File: src/rtl/odr_pkg.sv
// Shared types, constants and helper functions for the odometry dead reckoning block.
`default_nettype none
package odr_pkg;

    // CORDIC iteration count, capped at the length of the arctangent table
    localparam int CORDIC_STEPS = 16;
    localparam int ATAN_COUNT   = 24;
    localparam int NUM_ITER     = (CORDIC_STEPS < ATAN_COUNT) ? CORDIC_STEPS : ATAN_COUNT;
    localparam int ITER_W       = 5;

    // datapath widths
    localparam int CW      = 38;     // CORDIC x/y
    localparam int ZW      = 34;     // CORDIC angle, 2^32 = full turn
    localparam int MOP_W   = 38;     // multiplier operand
    localparam int K_W     = 30;     // inverse gain constant
    localparam int PROD_W  = MOP_W + K_W;
    localparam int KCNT_W  = 5;

    localparam logic [K_W-1:0] GAIN_INV = 30'h26DD3B6A;

    typedef enum logic [2:0] {
        ST_IDLE,
        ST_VEC,
        ST_MUL_LEN,
        ST_MUL_ROT,
        ST_ROT,
        ST_DONE
    } state_t;

    typedef enum logic [1:0] {
        REG_START_X       = 2'd0,
        REG_START_Y       = 2'd1,
        REG_START_HEADING = 2'd2
    } cfg_reg_t;

    // arctangent of 2^-i, 2^32 = full turn
    function automatic logic [31:0] atan_lookup(input logic [ITER_W-1:0] idx);
        logic [31:0] r;
        begin
            case (idx)
                5'd0:    r = 32'h20000000;
                5'd1:    r = 32'h12E4051E;
                5'd2:    r = 32'h09FB385B;
                5'd3:    r = 32'h051111D4;
                5'd4:    r = 32'h028B0D43;
                5'd5:    r = 32'h0145D7E1;
                5'd6:    r = 32'h00A2F61E;
                5'd7:    r = 32'h00517C55;
                5'd8:    r = 32'h0028BE53;
                5'd9:    r = 32'h00145F2F;
                5'd10:   r = 32'h000A2F98;
                5'd11:   r = 32'h000517CC;
                5'd12:   r = 32'h00028BE6;
                5'd13:   r = 32'h000145F3;
                5'd14:   r = 32'h0000A2FA;
                5'd15:   r = 32'h0000517D;
                5'd16:   r = 32'h000028BE;
                5'd17:   r = 32'h0000145F;
                5'd18:   r = 32'h00000A30;
                5'd19:   r = 32'h00000518;
                5'd20:   r = 32'h0000028C;
                5'd21:   r = 32'h00000146;
                5'd22:   r = 32'h000000A3;
                5'd23:   r = 32'h00000051;
                default: r = 32'h0;
            endcase
            return r;
        end
    endfunction

    // saturate a 39 bit signed sum to 32 bit signed
    function automatic logic signed [31:0] sat32(input logic signed [CW:0] v);
        logic signed [31:0] r;
        begin
            if (!v[CW] && (|v[CW-1:31]))
                r = 32'sh7FFFFFFF;
            else if (v[CW] && !(&v[CW-1:31]))
                r = 32'sh80000000;
            else
                r = v[31:0];
            return r;
        end
    endfunction

endpackage
`default_nettype wire

File: src/rtl/odr_cordic_step.sv
// One shared CORDIC micro-rotation, used for both vectoring and rotation.
`default_nettype none
module odr_cordic_step (
    input  wire logic                            vec_mode,
    input  wire logic [odr_pkg::ITER_W-1:0]      iter,
    input  wire logic signed [odr_pkg::CW-1:0]   x_in,
    input  wire logic signed [odr_pkg::CW-1:0]   y_in,
    input  wire logic signed [odr_pkg::ZW-1:0]   z_in,
    output logic signed [odr_pkg::CW-1:0]        x_out,
    output logic signed [odr_pkg::CW-1:0]        y_out,
    output logic signed [odr_pkg::ZW-1:0]        z_out
);

    logic signed [odr_pkg::CW-1:0] xs;
    logic signed [odr_pkg::CW-1:0] ys;
    logic signed [odr_pkg::ZW-1:0] at;
    logic                          dir_neg;

    // direction: drive y to zero when vectoring, z to zero when rotating
    always_comb
    begin
        xs      = x_in >>> iter;
        ys      = y_in >>> iter;
        at      = signed'({2'b00, odr_pkg::atan_lookup(iter)});
        dir_neg = vec_mode ? ~y_in[odr_pkg::CW-1] : z_in[odr_pkg::ZW-1];
        if (dir_neg)
        begin
            x_out = x_in + ys;
            y_out = y_in - xs;
            z_out = z_in + at;
        end
        else
        begin
            x_out = x_in - ys;
            y_out = y_in + xs;
            z_out = z_in - at;
        end
    end

endmodule
`default_nettype wire

File: src/rtl/odr_mulk.sv
// Shift-and-add multiplier by the inverse CORDIC gain, one constant bit per cycle, rounded.
`default_nettype none
module odr_mulk (
    input  wire logic                          clk,
    input  wire logic                          rst_n,
    input  wire logic                          start,
    input  wire logic [odr_pkg::MOP_W-1:0]     operand,
    output logic                               done,
    output logic [odr_pkg::PROD_W-1:0]         product
);

    logic                            busy_reg, busy_next;
    logic                            done_reg, done_next;
    logic [odr_pkg::KCNT_W-1:0]      cnt_reg, cnt_next;
    logic [odr_pkg::PROD_W-1:0]      sh_reg, sh_next;
    logic [odr_pkg::PROD_W-1:0]      acc_reg, acc_next;

    // one partial product per cycle
    always_comb
    begin
        busy_next = busy_reg;
        done_next = 1'b0;
        cnt_next  = cnt_reg;
        sh_next   = sh_reg;
        acc_next  = acc_reg;
        if (start)
        begin
            busy_next = 1'b1;
            cnt_next  = '0;
            sh_next   = odr_pkg::PROD_W'(operand);
            acc_next  = odr_pkg::PROD_W'(1) << 29;
        end
        else if (busy_reg)
        begin
            if (odr_pkg::GAIN_INV[cnt_reg])
                acc_next = acc_reg + sh_reg;
            sh_next  = sh_reg << 1;
            cnt_next = cnt_reg + 1'b1;
            if (cnt_reg == odr_pkg::KCNT_W'(odr_pkg::K_W - 1))
            begin
                busy_next = 1'b0;
                done_next = 1'b1;
            end
        end
    end

    always_ff @(posedge clk or negedge rst_n)
    begin
        if (!rst_n)
        begin
            busy_reg <= 1'b0;
            done_reg <= 1'b0;
            cnt_reg  <= '0;
        end
        else
        begin
            busy_reg <= busy_next;
            done_reg <= done_next;
            cnt_reg  <= cnt_next;
        end
    end

    always_ff @(posedge clk)
    begin
        sh_reg  <= sh_next;
        acc_reg <= acc_next;
    end

    assign done    = done_reg;
    assign product = acc_reg;

endmodule
`default_nettype wire

File: src/rtl/odometry_dead_reckoning_unit.sv
// Top level of the odometry dead reckoning unit: sequencer, pose state and result register.
//
// Usage: raw odometry beats (odom_x, odom_y, odom_heading) enter on the in channel
// (in_valid/in_ready); each beat yields exactly one integrated pose beat on the out
// channel (out_valid/out_ready). The user writes the start pose through cfg_we/
// cfg_index/cfg_data while idle; the block does not enforce this. The start pose
// takes effect at the first beat after reset. The first beat after reset answers
// with the start pose and step length 0. Every later beat passes through the accept
// cycle, 16 CORDIC vectoring iterations, two serial multiplications by the inverse
// gain, 16 CORDIC rotation iterations and the write-back state. The single shared
// CORDIC stage and bit-serial constant multiplier serialise this; in_ready stays low until idle.
// A finished pose sits in an output register; the next input beat is taken while it
// waits. If the receiver stalls, the following pose holds in the sequencer until the
// output register is free.
// Reset clears the pose state and the started flag and loads the default start pose.
`default_nettype none
module odometry_dead_reckoning_unit (
    input  wire logic               clk,
    input  wire logic               rst_n,
    input  wire logic               cfg_we,
    input  wire logic [1:0]         cfg_index,
    input  wire logic [31:0]        cfg_data,
    input  wire logic               in_valid,
    output logic                    in_ready,
    input  wire logic signed [31:0] odom_x,
    input  wire logic signed [31:0] odom_y,
    input  wire logic signed [15:0] odom_heading,
    output logic                    out_valid,
    input  wire logic               out_ready,
    output logic signed [31:0]      est_x,
    output logic signed [31:0]      est_y,
    output logic signed [15:0]      est_heading,
    output logic [31:0]             step_length
);

    localparam int CW = odr_pkg::CW;
    localparam int ZW = odr_pkg::ZW;

    odr_pkg::state_t state_reg, state_next;

    logic signed [31:0] start_x_reg, start_y_reg;
    logic signed [15:0] start_heading_reg;
    logic signed [31:0] prev_x_reg, prev_x_next, prev_y_reg, prev_y_next;
    logic signed [15:0] prev_heading_reg, prev_heading_next;
    logic signed [31:0] acc_x_reg, acc_x_next, acc_y_reg, acc_y_next;
    logic signed [15:0] acc_heading_reg, acc_heading_next;
    logic               started_reg, started_next;
    logic signed [CW-1:0] cx_reg, cx_next, cy_reg, cy_next;
    logic signed [ZW-1:0] cz_reg, cz_next;
    logic [odr_pkg::ITER_W-1:0] iter_reg, iter_next;
    logic [31:0]        len_reg, len_next;
    logic signed [31:0] out_x_reg, out_x_next, out_y_reg, out_y_next;
    logic signed [15:0] out_h_reg, out_h_next;
    logic [31:0]        out_len_reg, out_len_next;
    logic               out_valid_reg, out_valid_next;

    logic               in_fire;
    logic               last_iter;
    logic               out_free;
    logic               step_vec;
    logic signed [CW-1:0] sx, sy;
    logic signed [ZW-1:0] sz;
    logic               mul_start, mul_done;
    logic [odr_pkg::MOP_W-1:0]  mul_op;
    logic [odr_pkg::PROD_W-1:0] mul_prod;

    logic signed [32:0] dx, dy;
    logic signed [ZW-1:0] z_full;
    logic signed [CW:0]   sum_x, sum_y;
    logic [odr_pkg::MOP_W-1:0] vec_len_q;
    logic [31:0]        len_sat;

    assign in_ready  = (state_reg == odr_pkg::ST_IDLE);
    assign in_fire   = in_valid && in_ready;
    assign last_iter = (iter_reg == odr_pkg::ITER_W'(odr_pkg::NUM_ITER - 1));
    assign out_free  = !out_valid_reg || out_ready;
    assign step_vec  = (state_reg == odr_pkg::ST_VEC);

    odr_cordic_step u_step (
        .vec_mode (step_vec),
        .iter     (iter_reg),
        .x_in     (cx_reg),
        .y_in     (cy_reg),
        .z_in     (cz_reg),
        .x_out    (sx),
        .y_out    (sy),
        .z_out    (sz)
    );

    odr_mulk u_mulk (
        .clk     (clk),
        .rst_n   (rst_n),
        .start   (mul_start),
        .operand (mul_op),
        .done    (mul_done),
        .product (mul_prod)
    );

    // next state
    always_comb
    begin
        state_next = state_reg;
        unique case (state_reg)
            odr_pkg::ST_IDLE:
                if (in_fire)
                    state_next = started_reg ? odr_pkg::ST_VEC : odr_pkg::ST_DONE;
            odr_pkg::ST_VEC:
                if (last_iter)
                    state_next = odr_pkg::ST_MUL_LEN;
            odr_pkg::ST_MUL_LEN:
                if (mul_done)
                    state_next = odr_pkg::ST_MUL_ROT;
            odr_pkg::ST_MUL_ROT:
                if (mul_done)
                    state_next = odr_pkg::ST_ROT;
            odr_pkg::ST_ROT:
                if (last_iter)
                    state_next = odr_pkg::ST_DONE;
            odr_pkg::ST_DONE:
                if (out_free)
                    state_next = odr_pkg::ST_IDLE;
            default:
                state_next = odr_pkg::ST_IDLE;
        endcase
    end

    // datapath and outputs
    always_comb
    begin
        prev_x_next       = prev_x_reg;
        prev_y_next       = prev_y_reg;
        prev_heading_next = prev_heading_reg;
        acc_x_next        = acc_x_reg;
        acc_y_next        = acc_y_reg;
        acc_heading_next  = acc_heading_reg;
        started_next      = started_reg;
        cx_next           = cx_reg;
        cy_next           = cy_reg;
        cz_next           = cz_reg;
        iter_next         = iter_reg;
        len_next          = len_reg;
        out_x_next        = out_x_reg;
        out_y_next        = out_y_reg;
        out_h_next        = out_h_reg;
        out_len_next      = out_len_reg;
        out_valid_next    = out_valid_reg && !out_ready;
        mul_start         = 1'b0;
        mul_op            = '0;

        dx        = 33'(odom_x) - 33'(prev_x_reg);
        dy        = 33'(odom_y) - 33'(prev_y_reg);
        z_full    = signed'({{(ZW-32){acc_heading_reg[15]}}, acc_heading_reg, 16'h0000});
        sum_x     = (CW+1)'(acc_x_reg) + (CW+1)'(cx_reg);
        sum_y     = (CW+1)'(acc_y_reg) + (CW+1)'(cy_reg);
        vec_len_q = mul_prod[odr_pkg::PROD_W-1:30];
        len_sat   = (|vec_len_q[odr_pkg::MOP_W-1:32]) ? 32'hFFFFFFFF : vec_len_q[31:0];

        unique case (state_reg)
            odr_pkg::ST_IDLE:
                if (in_fire)
                begin
                    prev_x_next       = odom_x;
                    prev_y_next       = odom_y;
                    prev_heading_next = odom_heading;
                    iter_next         = '0;
                    if (!started_reg)
                    begin
                        // first beat: answer with the start pose
                        started_next     = 1'b1;
                        acc_x_next       = start_x_reg;
                        acc_y_next       = start_y_reg;
                        acc_heading_next = start_heading_reg;
                        cx_next          = '0;
                        cy_next          = '0;
                        len_next         = '0;
                    end
                    else
                    begin
                        cx_next          = dx[32] ? -CW'(dx) : CW'(dx);
                        cy_next          = dy[32] ? -CW'(dy) : CW'(dy);
                        cz_next          = z_full;
                        acc_heading_next = acc_heading_reg + (odom_heading - prev_heading_reg);
                    end
                end
            odr_pkg::ST_VEC:
            begin
                cx_next   = sx;
                cy_next   = sy;
                iter_next = iter_reg + 1'b1;
                if (last_iter)
                begin
                    mul_start = 1'b1;
                    mul_op    = sx[CW-1] ? '0 : odr_pkg::MOP_W'(unsigned'(sx));
                end
            end
            odr_pkg::ST_MUL_LEN:
                if (mul_done)
                begin
                    len_next  = len_sat;
                    mul_start = 1'b1;
                    mul_op    = odr_pkg::MOP_W'(len_sat);
                end
            odr_pkg::ST_MUL_ROT:
                if (mul_done)
                begin
                    // fold the heading into +-quarter turn, negating the vector
                    cy_next   = '0;
                    iter_next = '0;
                    if (cz_reg > 34'sh040000000 || cz_reg < -34'sh040000000)
                    begin
                        cx_next = -signed'(CW'(mul_prod[61:30]));
                        cz_next = cz_reg[ZW-1] ? cz_reg + 34'sh080000000
                                               : cz_reg - 34'sh080000000;
                    end
                    else
                    begin
                        cx_next = signed'(CW'(mul_prod[61:30]));
                    end
                end
            odr_pkg::ST_ROT:
            begin
                cx_next   = sx;
                cy_next   = sy;
                cz_next   = sz;
                iter_next = iter_reg + 1'b1;
            end
            odr_pkg::ST_DONE:
                if (out_free)
                begin
                    acc_x_next     = odr_pkg::sat32(sum_x);
                    acc_y_next     = odr_pkg::sat32(sum_y);
                    out_x_next     = odr_pkg::sat32(sum_x);
                    out_y_next     = odr_pkg::sat32(sum_y);
                    out_h_next     = acc_heading_reg;
                    out_len_next   = len_reg;
                    out_valid_next = 1'b1;
                end
            default:
            begin
            end
        endcase
    end

    // configuration registers
    always_ff @(posedge clk or negedge rst_n)
    begin
        if (!rst_n)
        begin
            start_x_reg       <= -32'sd65536;
            start_y_reg       <= 32'sd65536;
            start_heading_reg <= '0;
        end
        else if (cfg_we)
        begin
            unique case (cfg_index)
                odr_pkg::REG_START_X:       start_x_reg       <= signed'(cfg_data);
                odr_pkg::REG_START_Y:       start_y_reg       <= signed'(cfg_data);
                odr_pkg::REG_START_HEADING: start_heading_reg <= signed'(cfg_data[15:0]);
                default:
                begin
                end
            endcase
        end
    end

    // control and pose state
    always_ff @(posedge clk or negedge rst_n)
    begin
        if (!rst_n)
        begin
            state_reg        <= odr_pkg::ST_IDLE;
            started_reg      <= 1'b0;
            out_valid_reg    <= 1'b0;
            iter_reg         <= '0;
            prev_x_reg       <= '0;
            prev_y_reg       <= '0;
            prev_heading_reg <= '0;
            acc_x_reg        <= '0;
            acc_y_reg        <= '0;
            acc_heading_reg  <= '0;
        end
        else
        begin
            state_reg        <= state_next;
            started_reg      <= started_next;
            out_valid_reg    <= out_valid_next;
            iter_reg         <= iter_next;
            prev_x_reg       <= prev_x_next;
            prev_y_reg       <= prev_y_next;
            prev_heading_reg <= prev_heading_next;
            acc_x_reg        <= acc_x_next;
            acc_y_reg        <= acc_y_next;
            acc_heading_reg  <= acc_heading_next;
        end
    end

    // working and result payload
    always_ff @(posedge clk)
    begin
        cx_reg      <= cx_next;
        cy_reg      <= cy_next;
        cz_reg      <= cz_next;
        len_reg     <= len_next;
        out_x_reg   <= out_x_next;
        out_y_reg   <= out_y_next;
        out_h_reg   <= out_h_next;
        out_len_reg <= out_len_next;
    end

    assign out_valid   = out_valid_reg;
    assign est_x       = out_x_reg;
    assign est_y       = out_y_reg;
    assign est_heading = out_h_reg;
    assign step_length = out_len_reg;

`ifndef SYNTHESIS
    // an accepted beat makes the block busy at once
    a_busy_after_accept: assert property (@(posedge clk) disable iff (!rst_n)
        in_valid && in_ready |=> !in_ready)
        else $error("in_ready stayed high after an accepted beat");

    // a new result is only loaded from the write-back state
    a_result_from_done: assert property (@(posedge clk) disable iff (!rst_n)
        $rose(out_valid) |-> $past(state_reg == odr_pkg::ST_DONE))
        else $error("result appeared outside write-back");

    // multiplier completion only while the sequencer waits for it
    a_mul_done_expected: assert property (@(posedge clk) disable iff (!rst_n)
        mul_done |-> (state_reg == odr_pkg::ST_MUL_LEN || state_reg == odr_pkg::ST_MUL_ROT))
        else $error("multiplier finished in an unexpected state");
`endif

endmodule
`default_nettype wire

File: config.mk
export PLATFORM = sky130hd
export DESIGN_NAME = odometry_dead_reckoning_unit
export DESIGN_NICKNAME = d
export VERILOG_FILES = /design/src/rtl/odr_pkg.sv /design/src/rtl/odr_cordic_step.sv /design/src/rtl/odr_mulk.sv /design/src/rtl/odometry_dead_reckoning_unit.sv
export SDC_FILE = /design/constraint.sdc
export NUM_CORES = 2
export LEC_CHECK = 0
export BUFFER_PORTS_ARGS = -buffer_cell sky130_fd_sc_hd__buf_2
export CAP_MARGIN = 10
export CORE_MARGIN = 5
export CORE_UTILIZATION = 55
export DETAILED_ROUTE_END_ITERATION = 6
export PLACE_DENSITY = 0.82
export SYNTH_ARGS = -nofsm -noshare
export SYNTH_HDL_FRONTEND = slang
export SYNTH_SLANG_ARGS = --single-unit
File: constraint.sdc
create_clock -name clk -period 8.2 [get_ports clk]
set_clock_uncertainty 0.2 [all_clocks]
set_input_delay 0.82 -clock clk [delete_from_list [all_inputs] [get_ports clk]]
set_output_delay 0.82 -clock clk [all_outputs]
set_load 0.05 [all_outputs]
==> metrics.md <==
| Metric | Value |
|---|---|
| Status | finished clean |
| Hold Path Depth | 3 |
| DR iter-0 viols | 6182 |
| Clk Latency, worst-skew pair | a little under 0.7 ns |
| Multiplexer area fraction after synthesis | 0.08968 |
| Complex-gate fraction of the synthesized area | 0.2234 |
| EDFF count, synth | 292 |
| Crit end category | flip-flop |
| Vias in the first global route | roughly 46k |
| GPL Wtd Cong | 1.026 |
| Largest delay contributor family on the critical path | compound AO/OA/AOI/OAI gates |
| Io pins | around 230 |
| Htree depth | 3 |
| Rel. slew slack | 0.1818 |
| Clk slew on worst S/H paths | 0.06 ns |
| Hold Path End | prev_x_reg[10] |
| Met3 routed WL | 19.44 mm |
| Dominant cell type by area after synthesis | edfxtp_1 |
| Static Leak | about 25 nW |
| Crit Reg-Reg Endpoint | u_mulk.sh_reg[30] |
| Met1 wire length | 72.59 mm |
| Simple-Gate Fraction of Synth Area | 0.1557 |
| WHS | 0.1652 ns |
| Share of cells above drive strength 1 | 0.1252 |
| Overall power | about 7.5 mW |
| F_max | 134.5 MHz |
| Synth Area in XOR/XNOR | 0.07373 |
| Most frequent cells in the layout | 641 x nand2_1, 500 x a21oi_1, 467 x o21ai_0, 387 x nor2_1, 349 x ha_1 |
| DRC viols | 0 |
| CTS Buffer Depth | 3 |
| Max Cap Viol | 0 |
| Clock sinks | between 600 and 700 |
| Fin. max-slew vios | 0 |
| Arr. time, crit path | 7.69 ns |
| Num rows | approximately 110 |
| Largest net degree at the start of global routing | 104 |
| Worst-path cell with the longest stage delay | dfrtp_4 |
| Reg-to-reg setup timing slack | between 0.7 and 0.8 ns |
| Slew of the pin with the lowest slew margin | 1.227 ns |
| Via count | 49.42k |
| Most common cell after layout, fill and taps aside | nand2_1 |
| #FFs+latches synth | 647 |
| Die height | 322.1 µm |
| Root Driver | clkbuf_16 |
| Setup crit start kind | flip-flop |
| PwrDens | ~130 mW/mm² |
| Synthesized net count | roughly 6.5k |
| R2r worst-path depth | 22 |
| Wire per inst | 23.96 µm |
| Via-to-Cell Ratio | 6.627 |
| Core Box Area | 0.09671 mm² |
| DP HPWL | 134.3 mm |
| RSZ-0062 raised after global routing | no |
| Endpoints failing setup | 0 |
| Slowest stage delay, CP | just under 0.9 ns |
| Die Span X | 322.1 µm |
| CTS tree | yes |
| Top cells by area, synth | edfxtp_1 16%, dfrtp_1 11%, ha_1 8.2% |
| Initial antenna violation count | 10 |
| Crit Path Max Fanout | 44 |
| Fin. Hold Viols | 0 |
| Worst path buffer plus inverter count | 3 |
| IO buf count | 232 |
| Synth cell types | 116 |
| Post-synthesis instance area | about 0.054 mm² |
| Mean post-synth cell area | 8.878 µm² |
| Final min period | 7.433 ns |
| Initial core utilization | 0.5540 |
| Top sig layer | met5 |
| Crit Path Category | reg2reg |
| Post-Route WL | 178.7 mm |
| Synth top area share | 0.1637 |
| DRT Pass-1 Iters | 7 |
| NumNets Final | 6611 |
| Main combinational cell family by area after synthesis | compound AO/OA/AOI/OAI gates |
| DIE AREA | 0.1037 mm² |
| Syn Inst Count | 6034 |
| Final cycle utilization of the critical path | 0.9064 |
| Worst EP required | 8.46 ns |
| Setup TNS | 0 ns |
| Largest vdd supply drop | between 0.1 and 0.15 mV |
| Seq/Total Area, Yosys | 0.3207 |
| Area growth, synth to finish | 8.870% |
| Ys async rst share | 0.3972 |
| RR Startpoint | iter_reg[1] |
| Hold crit path type | in2reg |
| YS warnings | 0 |
| Total grt overflow | 0 |
| Critical Path, Cell by Cell | buf_4 > mux2_2 > a221oi_1 > a2bb2oi_1 > a211oi_1 > buf_4 > nand4b_1 > nor4_1 > and2_1 > nand2_1 > a2bb2o_1 > a311o_1 > ha_1 > inv_1 > nor4_1 > a22o_1 > a41o_1 > a41oi_1 > a21oi_1 > xnor2_1 > nand3_4 > o221ai_1 |
| Post-synth top flop | edfxtp_1 |
| First-pass GRT wire length | 272.5 mm |
| Inserted Clock Buffers | 74 |
| ANT nets after route | 0 |
| Worst Hold Launch | odom_x[10] |
| Gr usage total | 0.3316 |
| DR WL met2 | 77.98 mm |
| Adder-cell area share of the yosys netlist | 0.09048 |
worst register-to-register path: cells and delay by family, from the launching register on:
kind                     cells  cell delay, ns
adder cells (fa/ha/maj)      1            0.35
buffers and inverters        3            0.69
multiplexers                 1            0.40
AND/OR/NAND/NOR              6            2.00
XOR/XNOR                     1            0.24
AO/OA/AOI/OAI               10            2.47
flip-flops                   1            0.87
synth_stat cells (50+ instances only):
library cell and n:
nand2_1 643, a21oi_1 502, o21ai_0 469, nor2_1 388, ha_1 349, edfxtp_1 292, inv_1 269, xnor2_1 250
dfrtp_1 240, clkbuf_1 228, xor2_1 201, a21o_1 171, mux2i_1 124, mux2_2 123, nand3_1 112, nor3_1 102
dfxtp_1 98, mux4_2 81, and3_1 73, o22ai_1 68, a31oi_1 62, o211ai_1 60, nand2b_1 59, nand4_1 58
o21a_1 55, or3_1 55, o221ai_1 54, a211oi_1 52, and2_1 50, o21bai_1 50
timing repair:
item,in CTS,in global routing
endpoints found under the setup margin,0,7
resized for setup,0,1
hold buffers,1,0
setup buffers,0,1
hold endpoints to repair,12,0
final cells by class:
class / instances / area, µm²
fillers: 8308 / 38380
multi-input cells: 4794 / 34040
flip-flops and latches: 647 / 17200
clock buffers: 98 / 2096
repair buffers: 330 / 1979
well taps: 1276 / 1597
inverters: 272 / 1023
clock inverters: 39 / 387.9
diodes: 2 / 5.005
metal layers:
layer | vias to the layer above | track usage
met2 | 2753 | 0.5084
met5 | - | 0
met3 | 524 | 0.07182
met1 | 23630 | 0.4590
met4 | 12 | 0.1349
li1 | 22510 | -
through the flow:
stage | cell area (µm²) | cells | util | setup slack [ns]
after floorplan | 53570 | 6034 | - | 1.626
after global placement | 55770 | 7316 | 0.5767 | 0.8395
after detailed placement | 55770 | 7316 | 0.5767 | 0.6735
after CTS | 58260 | 7454 | 0.6025 | 0.6020
after global routing | 58320 | 7456 | 0.6031 | 0.3124
final | 58320 | 7458 | 0.6031 | 0.7674
how the worst max path moves through the flow:
stage                      from           endpoint  cells past startpoint
finish              iter_reg[1]  u_mulk.sh_reg[30]                     22
global route        iter_reg[1]  u_mulk.sh_reg[26]                     21
CTS                 iter_reg[0]  u_mulk.sh_reg[19]                     20
detailed placement  iter_reg[0]  u_mulk.sh_reg[19]                     20
global placement    iter_reg[0]   u_mulk.sh_reg[5]                     20
floorplan           iter_reg[0]         cy_reg[36]                     26
logic make-up after synthesis:
| family | after synthesis |
|---|---|
| compound gates | 1878 |
| xor+xnor | 451 |
| fa+ha+maj | 373 |
| buf+inv | 593 |
| flops | 647 |
| mux | 343 |
| simple gates | 1749 |
report_power, final:
part,internal [mW],total [mW],switching (mW)
clock,1.93,3.41,1.49
combinational,0.248,0.601,0.353
sequential,3.46,3.52,0.0598
total,5.64,7.54,1.90
Note: power is estimated with default switching activity, not from simulation.
